<file path="config.mk">
export PLATFORM = sky130hd
export DESIGN_NAME = stable_priority_queue
export DESIGN_NICKNAME = d
export VERILOG_FILES = /design/src/rtl/core/spq_pkg.sv /design/src/rtl/core/stable_priority_queue.sv /design/src/rtl/core/spq_ctrl.sv /design/src/rtl/core/spq_datapath.sv
export SDC_FILE = /design/constraint.sdc
export NUM_CORES = 2
export LEC_CHECK = 0
export ABC_AREA = 1
export BUFFER_PORTS_ARGS = -buffer_cell sky130_fd_sc_hd__buf_2
export CORE_MARGIN = 1.5
export CORE_UTILIZATION = 64
export DETAILED_ROUTE_END_ITERATION = 8
export PLACE_DENSITY = 0.87
export SLEW_MARGIN = 20
export SYNTH_ARGS = -nofsm -noshare
export SYNTH_HDL_FRONTEND = slang
export SYNTH_SLANG_ARGS = --single-unit
export TNS_END_PERCENT = 5
</file>
<file path="constraint.sdc">
create_clock -name clock -period 5.08 [get_ports clock]
set_input_delay 0.762 -clock clock [delete_from_list [all_inputs] [get_ports clock]]
set_output_delay 0.762 -clock clock [all_outputs]
set_load 0.01 [all_outputs]
</file>
<file path="src/rtl/core/spq_pkg.sv">
// Shared types and constants for the stable priority queue.
`default_nettype none

package spq_pkg;

   typedef enum logic {
      OP_ENQUEUE = 1'b0,
      OP_DEQUEUE = 1'b1
   } op_type;

   typedef enum logic [1:0] {
      STATUS_OK    = 2'd0,
      STATUS_EMPTY = 2'd1,
      STATUS_FULL  = 2'd2
   } status_type;

   typedef enum logic {
      ST_IDLE = 1'b0,
      ST_RESP = 1'b1
   } state_type;

   typedef struct packed {
      logic load;
      logic enq;
      logic deq;
   } dp_cmd_type;

   typedef struct packed {
      logic empty;
      logic full;
   } dp_stat_type;

endpackage

`default_nettype wire

</file>
<file path="src/rtl/core/stable_priority_queue.sv">
// Top level of the stable priority queue.
`default_nettype none

// Bounded priority queue of DEPTH words kept sorted in a row of cells, largest
// priority at the front and equal priorities in arrival order. Each request word
// either enqueues a value with its priority or dequeues the head, and yields one
// response word with the removed value, a status code, the new head and the empty
// and full flags. Every cell compares its priority with the incoming one in the
// same cycle, so the whole insert or removal takes the accept cycle; the response
// is then held in the response state until taken, and the next request is
// accepted once the response has been taken.
// Dequeue on an empty queue returns status 1 and zero; enqueue to a full queue is
// dropped with status 2.
module stable_priority_queue
   import spq_pkg::*;
#(
   parameter int DEPTH          = 16,
   parameter int VALUE_WIDTH    = 32,
   parameter int PRIORITY_WIDTH = 8
) (
   input  wire logic                      clock,
   input  wire logic                      reset,
   input  wire logic                      req_valid,
   output logic                           req_ready,
   input  wire logic                      req_operation,
   input  wire logic [VALUE_WIDTH-1:0]    req_item_value,
   input  wire logic [PRIORITY_WIDTH-1:0] req_item_priority,
   output logic                           rsp_valid,
   input  wire logic                      rsp_ready,
   output logic [VALUE_WIDTH-1:0]         rsp_removed_value,
   output logic [1:0]                     rsp_status,
   output logic [VALUE_WIDTH-1:0]         rsp_head_value,
   output logic                           rsp_is_empty,
   output logic                           rsp_is_full
);

   dp_cmd_type  dp_cmd;
   dp_stat_type dp_stat;

   spq_ctrl u_ctrl (
      .clock         (clock),
      .reset         (reset),
      .req_valid     (req_valid),
      .req_ready     (req_ready),
      .req_operation (req_operation),
      .rsp_valid     (rsp_valid),
      .rsp_ready     (rsp_ready),
      .rsp_status    (rsp_status),
      .dp_cmd        (dp_cmd),
      .dp_stat       (dp_stat)
   );

   spq_datapath #(
      .DEPTH          (DEPTH),
      .VALUE_WIDTH    (VALUE_WIDTH),
      .PRIORITY_WIDTH (PRIORITY_WIDTH)
   ) u_datapath (
      .clock             (clock),
      .reset             (reset),
      .dp_cmd            (dp_cmd),
      .dp_stat           (dp_stat),
      .req_item_value    (req_item_value),
      .req_item_priority (req_item_priority),
      .rsp_removed_value (rsp_removed_value),
      .rsp_head_value    (rsp_head_value),
      .rsp_is_empty      (rsp_is_empty),
      .rsp_is_full       (rsp_is_full)
   );

endmodule

`default_nettype wire

</file>
<file path="src/rtl/core/spq_ctrl.sv">
// Controller state machine for the stable priority queue.
`default_nettype none

module spq_ctrl
   import spq_pkg::*;
(
   input  wire logic        clock,
   input  wire logic        reset,
   input  wire logic        req_valid,
   output logic             req_ready,
   input  wire logic        req_operation,
   output logic             rsp_valid,
   input  wire logic        rsp_ready,
   output logic [1:0]       rsp_status,
   output dp_cmd_type       dp_cmd,
   input  wire dp_stat_type dp_stat
);

   state_type  state_ff, state_in;
   status_type status_ff, status_in;
   logic       accept;

   assign accept = req_valid && (state_ff == ST_IDLE);

   always_comb begin
      state_in = state_ff;
      case (state_ff)
         ST_IDLE: begin
            if (req_valid) state_in = ST_RESP;
         end
         ST_RESP: begin
            if (rsp_ready) state_in = ST_IDLE;
         end
         default: state_in = ST_IDLE;
      endcase
   end

   always_comb begin
      req_ready     = (state_ff == ST_IDLE);
      rsp_valid     = (state_ff == ST_RESP);
      dp_cmd.load   = accept;
      dp_cmd.enq    = accept && (op_type'(req_operation) == OP_ENQUEUE) && !dp_stat.full;
      dp_cmd.deq    = accept && (op_type'(req_operation) == OP_DEQUEUE) && !dp_stat.empty;
   end

   always_comb begin
      status_in = status_ff;
      if (accept) begin
         if (op_type'(req_operation) == OP_ENQUEUE) begin
            status_in = dp_stat.full ? STATUS_FULL : STATUS_OK;
         end else begin
            status_in = dp_stat.empty ? STATUS_EMPTY : STATUS_OK;
         end
      end
   end

   always_ff @(posedge clock) begin
      if (reset) begin
         state_ff  <= ST_IDLE;
         status_ff <= STATUS_OK;
      end else begin
         state_ff  <= state_in;
         status_ff <= status_in;
      end
   end

   assign rsp_status = 2'(status_ff);

endmodule

`default_nettype wire

</file>
<file path="src/rtl/core/spq_datapath.sv">
// Sorted cell array, entry count and result registers of the stable priority queue.
`default_nettype none

module spq_datapath
   import spq_pkg::*;
#(
   parameter int DEPTH          = 16,
   parameter int VALUE_WIDTH    = 32,
   parameter int PRIORITY_WIDTH = 8
) (
   input  wire logic                      clock,
   input  wire logic                      reset,
   input  wire dp_cmd_type                dp_cmd,
   output dp_stat_type                    dp_stat,
   input  wire logic [VALUE_WIDTH-1:0]    req_item_value,
   input  wire logic [PRIORITY_WIDTH-1:0] req_item_priority,
   output logic [VALUE_WIDTH-1:0]         rsp_removed_value,
   output logic [VALUE_WIDTH-1:0]         rsp_head_value,
   output logic                           rsp_is_empty,
   output logic                           rsp_is_full
);

   localparam int CNT_W = $clog2(DEPTH + 1);

   logic [CNT_W-1:0]          count_ff, count_in;
   logic [VALUE_WIDTH-1:0]    removed_ff, removed_in;
   logic [VALUE_WIDTH-1:0]    cell_val_ff [DEPTH];
   logic [VALUE_WIDTH-1:0]    cell_val_in [DEPTH];
   logic [PRIORITY_WIDTH-1:0] cell_pri_ff [DEPTH];
   logic [PRIORITY_WIDTH-1:0] cell_pri_in [DEPTH];
   logic [DEPTH-1:0]          take;

   assign dp_stat.empty = (count_ff == '0);
   assign dp_stat.full  = (count_ff == CNT_W'(DEPTH));

   // A cell takes part in an insert when it holds a lower priority than the new
   // word or is the first free cell; the first such cell receives the new word.
   for (genvar k = 0; k < DEPTH; k++) begin : g_cell
      assign take[k] = ((CNT_W'(k) < count_ff) && (cell_pri_ff[k] < req_item_priority))
                       || (CNT_W'(k) == count_ff);

      always_comb begin
         cell_val_in[k] = cell_val_ff[k];
         cell_pri_in[k] = cell_pri_ff[k];
         if (dp_cmd.enq && take[k]) begin
            cell_val_in[k] = req_item_value;
            cell_pri_in[k] = req_item_priority;
            if (k > 0) begin
               if (take[(k > 0) ? k - 1 : 0]) begin
                  cell_val_in[k] = cell_val_ff[(k > 0) ? k - 1 : 0];
                  cell_pri_in[k] = cell_pri_ff[(k > 0) ? k - 1 : 0];
               end
            end
         end else if (dp_cmd.deq && (k < DEPTH - 1)) begin
            cell_val_in[k] = cell_val_ff[(k < DEPTH - 1) ? k + 1 : k];
            cell_pri_in[k] = cell_pri_ff[(k < DEPTH - 1) ? k + 1 : k];
         end
      end

      always_ff @(posedge clock) begin
         cell_val_ff[k] <= cell_val_in[k];
         cell_pri_ff[k] <= cell_pri_in[k];
      end
   end

   always_comb begin
      count_in   = count_ff;
      removed_in = removed_ff;
      if (dp_cmd.enq) begin
         count_in = count_ff + CNT_W'(1);
      end else if (dp_cmd.deq) begin
         count_in = count_ff - CNT_W'(1);
      end
      if (dp_cmd.load) begin
         removed_in = dp_cmd.deq ? cell_val_ff[0] : '0;
      end
   end

   always_ff @(posedge clock) begin
      if (reset) begin
         count_ff <= '0;
      end else begin
         count_ff <= count_in;
      end
      removed_ff <= removed_in;
   end

   assign rsp_removed_value = removed_ff;
   assign rsp_head_value    = dp_stat.empty ? '0 : cell_val_ff[0];
   assign rsp_is_empty      = dp_stat.empty;
   assign rsp_is_full       = dp_stat.full;

endmodule

`default_nettype wire

</file>
Word level (Yosys, flattened, before mapping)
Memories as Yosys holds them, arrays and structs flattened.
Cells that the tools add are included.

word-level totals
  bits in registers = 40
  ROM bits = 0
  bits of input ports = 45
  word-level logic and storage cells = 216
  memory bits (writable) = 640
  bits in latches = 0
  output and inout bits = 70
  memories = 2

memory list
  name                    depth  width  read ports  clocked after memory_dff  write ports  line                text
  u_datapath.cell_val_ff  16     32     16          0                         16           spq_datapath.sv:27  logic [VALUE_WIDTH-1:0] cell_val_ff [DEPTH];
  u_datapath.cell_pri_ff  16     8      16          0                         16           spq_datapath.sv:29  logic [PRIORITY_WIDTH-1:0] cell_pri_ff [DEPTH];

operators by class
  shift operators = 0
  reduce and logical (&&, ||, !) cells = 57
  magnitude comparators = 32
  multipliers = 0
  bitwise logic cells = 2
  div/mod/pow operators = 0
  equality and inequality tests = 16
  multiplexer cells = 101
  add/sub/neg operators = 2

operators by type and width
  kind                                                                         count
  32-bit two-way mux                                                           47
  8-bit two-way mux                                                            46
  8-bit less-than comparator                                                   16
  4-bit by 5-bit equality test with 1-bit output, first input constant         8
  4-bit by 5-bit less-than comparator with 1-bit output, first input constant  8
  1-bit logical AND                                                            37
  3-bit by 5-bit equality test with 1-bit output, first input constant         4
  3-bit by 5-bit less-than comparator with 1-bit output, first input constant  4
  1-bit logical OR                                                             16
  2-bit by 5-bit equality test with 1-bit output, first input constant         2
  1-bit by 5-bit less-than comparator with 1-bit output, first input constant  2
  2-bit by 5-bit less-than comparator with 1-bit output, first input constant  2
  5-bit two-way mux                                                            2
  5-bit by 1-bit adder with 5-bit output, second input constant                1
  1-bit by 5-bit equality test with 1-bit output, first input constant         1
  5-bit equality test, second input constant                                   1
  5-bit zero test                                                              1
  5-bit by 1-bit subtractor with 5-bit output, second input constant           1
  2-bit two-way mux                                                            2
  1-bit two-way mux                                                            3
  1-bit zero test                                                              2
  1-bit inverter                                                               2
  1-bit one-hot mux with 2 select lines                                        1
  2-bit nonzero test                                                           1

Longest topological paths before layout
  word-level depth = 6
  mapped depth = 15
  depth with buffers taken out = 13

Hierarchy
A second synthesis with hierarchy kept.

unflattened totals
  cell total of the unflattened synthesis = 5328
  area, all modules = 40148.5 um^2

modules (own cells, without submodules)
  module        sequential area each (um^2)  times used  area each (um^2)  cells an instance
  spq_datapath  20279.4                      1           39965.8           5300
  spq_ctrl      60.1                         1           182.7             28

Least setup slack after synthesis
No wires, ideal clock.

  path kind = input to register
  from = in req_item_priority[5]
  to = mem u_datapath.cell_pri_ff[15][2] (netlist: u_datapath.cell_pri_ff[7][10]) (enable)
  data required time = 4.629 ns
  library setup time = 0.451 ns
  path buffers = 1
  stages on the path = 8
  arrival time = 4.042 ns
  setup slack = 0.587 ns
  cells stage by stage = clkbuf_1 inv_1 ha_1 a21oi_1 nor2_1 a211oi_1 nand2_1 a21oi_1

RTL lines
  element      line                         text
  from (decl)  stable_priority_queue.sv:27  input wire logic [PRIORITY_WIDTH-1:0] req_item_priority,
  to (decl)    spq_datapath.sv:29

Worst setup path in the final report
  from = reg u_datapath.count_ff[0]
  to = out rsp_head_value[20]

on the way
  word-level cells in the longest chain between the ends = 2

RTL lines
  element                 line                         text
  from (decl)             spq_datapath.sv:25           logic [CNT_W-1:0] count_ff, count_in;
  from (signal assigned)  spq_datapath.sv:83           count_ff <= count_in;
  5-bit zero test         spq_datapath.sv:33           assign dp_stat.empty = (count_ff == '0);
  32-bit two-way mux      spq_datapath.sv:89           assign rsp_head_value = dp_stat.empty ? '0 : cell_val_ff[0];
  to (decl)               stable_priority_queue.sv:32  output logic [VALUE_WIDTH-1:0] rsp_head_value,

No other way between the ends.

==> reports/qor.csv <==
metric;value;unit
die height;253;um
Clock Latency Late Sink;0.65;ns
Starting Density;64.7;%
max_cap viols;0;
FF+latch count, synth;680;
Worst VDD drop;0.300;mV
status;finished, final reports clean;
critical path's top delay family;buffers and inverters;
setup violators final;0;
CORE AREA;61700;um2
Power per Cell Area;366;nW/um2
CTS tree;built;
slowest stage cell, crit path;dfxtp_1;
net count after synthesis;5446;
CTS Root Cell;clkbuf_16;
Avg Inst Size Synth;7.56;um2
reg-to-reg critical path endpoint;u_datapath.cell_val_ff[0][155]$_DFFE_PP_;
Critical Path End;rsp_head_value[20];
relative slew slack;26.7;%
slowest stage delay, CP;0.55;ns
Crit path arrival time;3.60;ns
layout net count;5371;
CP Depth;10;
vias;37618;
synthesized instance count;5284;
reg2reg path depth;13;
Yosys warnings;0;
Initial DRC Count;7146;
Reg2Reg Launch Point;u_datapath.count_ff[0]$_SDFFE_PP0P_;
Fillers;5037;
Worst-path clk slew;0.06;ns
pin count of the biggest net entering global routing;81;
post-layout util;69.6;%
buffers added on ports;114;
share of layout cells above drive strength 1;6.61;%
cts hold-fix bufs;0;
Max Root-Sink Buffers;3;
WL/cell;22.3;um
die width;253;um
clock sinks;680;
placed wire-length estimate;89100;um
setup tns final;0;ns
LEAKAGE;20.6;nW
Core Rows;91;
Worst EP required;4.32;ns
Max Freq;0.229;GHz
crit-path cells;inv_1 -> ha_1 -> inv_1 -> nor2_1 -> nand2_1 -> buf_4 -> clkinv_1 -> buf_4 -> nor2_1 -> buf_2;
final setup skew;0.0448;ns
IO Pins;115;
post-CTS sizing;0;
Post-CTS Setup Inserts;0;
gpl congestion;0.963;
initial antenna violation count;0;
area grow syn2layout;7.55;%
number of CTS-inserted buffers;75;
Final ANT Viol Nets;0;
Worst Path Buf+Inv;6;
Crit. Startpoint;u_datapath.count_ff[0]$_SDFFE_PP0P_;
HP Class;input port to flop;
Seq/Total Area, Yosys;50.9;%
DR vias/cell;6.16;
CP Max Fanout;44;
Worst Setup Path Type;flop to output pin;
crit path launch type;flop;
Tightest Pin Transition;1.10;ns
final wirelength;136000;um
minimum clock period;4.36;ns
post-synth cell types;33;
Crit. End Element;output pin;
first-pass GRT wire length;203000;um
R2R setup slack;1.50;ns
unrepaired setup endpoints after global routing;no;
TritonRoute pass-1 iters;7;
Tcrit/Tclk final;85.8;%
max-slew violation count;0;
die area;63900;um2
Fin. Hold Viols;0;
GRT Util Overall;42.0;%
Antenna Cells;0;
# DRC;0;
H-tree Lvls;3;
cell area after synthesis;40000;um2
via count of the first global-routing pass;33516;
global route total overflow;0;
[through the flow]
stage	setup slack (ns)	power [W]	instances	hold WS, ns	area (um2)
after global routing	0.577	0.0162	6105	0.349	43000
final	0.722	0.0157	6105	0.356	43000
after floorplan	0.587	0.00924	5284	0.484	40000
after global placement	0.923	0.0102	5969	0.452	40600
after detailed placement	0.802	0.0103	5969	0.460	40600
after CTS	0.798	0.0155	6105	0.331	43000
[how the worst min path moves through the flow]
stage / slack (ns) / cells after the start / to / start
5_1_grt: 0.35 / 2 / u_datapath.count_ff[1]$_SDFFE_PP0P_ / reset
4_1_cts: 0.33 / 2 / u_datapath.count_ff[1]$_SDFFE_PP0P_ / reset
3_5_place_dp: 0.46 / 2 / u_ctrl.rsp_status[0]$_SDFFE_PP0P_ / u_ctrl.rsp_status[0]$_SDFFE_PP0P_
3_3_place_gp: 0.45 / 2 / u_ctrl.rsp_status[0]$_SDFFE_PP0P_ / u_ctrl.rsp_status[0]$_SDFFE_PP0P_
6_report: 0.36 / 2 / u_datapath.count_ff[1]$_SDFFE_PP0P_ / reset
2_1_floorplan: 0.48 / 2 / u_ctrl.rsp_status[0]$_SDFFE_PP0P_ / u_ctrl.rsp_status[0]$_SDFFE_PP0P_
[area by class of cell]
class	instances	area [um2]	area share, %
well taps	837	1050	2.44
repair buffers	199	1220	2.84
multi-input cells	4096	17400	40.5
clock inverters	40	344	0.801
clock buffers	96	2010	4.67
inverters	157	592	1.38
flip-flops and latches	680	20300	47.3
[cell usage after synthesis]
library cell | n | area [um2]
a211oi_1 | 1 | 7.51
a21o_1 | 2 | 15.0
a21oi_1 | 46 | 230
a21oi_2 | 1 | 8.76
a31oi_1 | 1 | 6.26
and3_1 | 1 | 6.26
buf_1 | 6 | 22.5
buf_2 | 193 | 966
buf_4 | 14 | 105
buf_6 | 1 | 11.3
clkbuf_1 | 136 | 510
clkbuf_2 | 1 | 5.00
clkinv_1 | 1 | 3.75
dfxtp_1 | 8 | 160
edfxtp_1 | 672 | 20200
ha_1 | 117 | 1460
inv_1 | 136 | 510
inv_2 | 19 | 71.3
inv_4 | 1 | 6.26
nand2_1 | 3110 | 11700
nand2_2 | 18 | 113
nand3_1 | 580 | 2900
nand4_1 | 2 | 12.5
nor2_1 | 117 | 439
nor2_2 | 2 | 12.5
nor2_4 | 2 | 22.5
nor3_1 | 2 | 10.0
o21a_1 | 1 | 7.51
o21ai_0 | 56 | 280
o21ai_1 | 32 | 160
o21bai_1 | 2 | 15.0
o22ai_1 | 1 | 6.26
or2_2 | 2 | 12.5
[per-layer routing]
| layer | routed length (um) | global-route usage (%) | share of wire [%] | up-vias |
|---|---|---|---|---|
| li1 | - | - | - | 16850 |
| met5 | 0 | 0 | 0 | - |
| met2 | 54800 | 57.2 | 40 | 3494 |
| met3 | 26700 | 16.5 | 20 | 386 |
| met1 | 50500 | 61.2 | 37 | 16888 |
| met4 | 4380 | 13.5 | 3.2 | 0 |
[cell usage in the layout (no fill, tap or decap), types with 2 or more instances in the layout]
master      synthesis  layout
nand2_1          3110    3108
edfxtp_1          672     672
nand3_1           580     580
inv_1             136     136
nor2_1            117     117
ha_1              117     117
buf_2             193     114
buf_4              14      84
clkbuf_16           0      77
o21ai_0            56      56
a21oi_1            46      45
o21ai_1            32      32
nand2_2            18      20
inv_2              19      19
clkinv_1            1      18
clkbuf_1          136      18
clkinv_2            0      10
dfxtp_1             8       8
clkinv_8            0       3
bufinv_16           0       3
nor2_2              2       2
nor2_4              2       2
a21o_1              2       2
nor3_1              2       2
o21bai_1            2       2
nand4_1             2       2
or2_2               2       2
clkinvlp_4          0       2
inv_6               0       2
[power breakdown]
part | internal [W] | total (W) | switching, W
Sequential | 0.00677 | 0.00715 | 0.000378
Clock | 0.00297 | 0.00536 | 0.00239
Combinational | 0.000897 | 0.00321 | 0.00232
Total | 0.0106 | 0.0157 | 0.00508
[flip-flops by register name, summed over array words and instances (netlist names)]
signal	count
u_ctrl.rsp_status	2
u_ctrl.rsp_valid	1
u_datapath.cell_pri_ff	128
u_datapath.cell_val_ff	512
u_datapath.count_ff	5
u_datapath.rsp_removed_value	32
[cells by family after synthesis]
kind of cell    share of synthesized area, %
simple gates                            38.1
fa+ha+maj                               3.66
flops                                   50.9
compound gates                          1.84
buf+inv                                 5.54
Power figures use the tool's default switching activity.
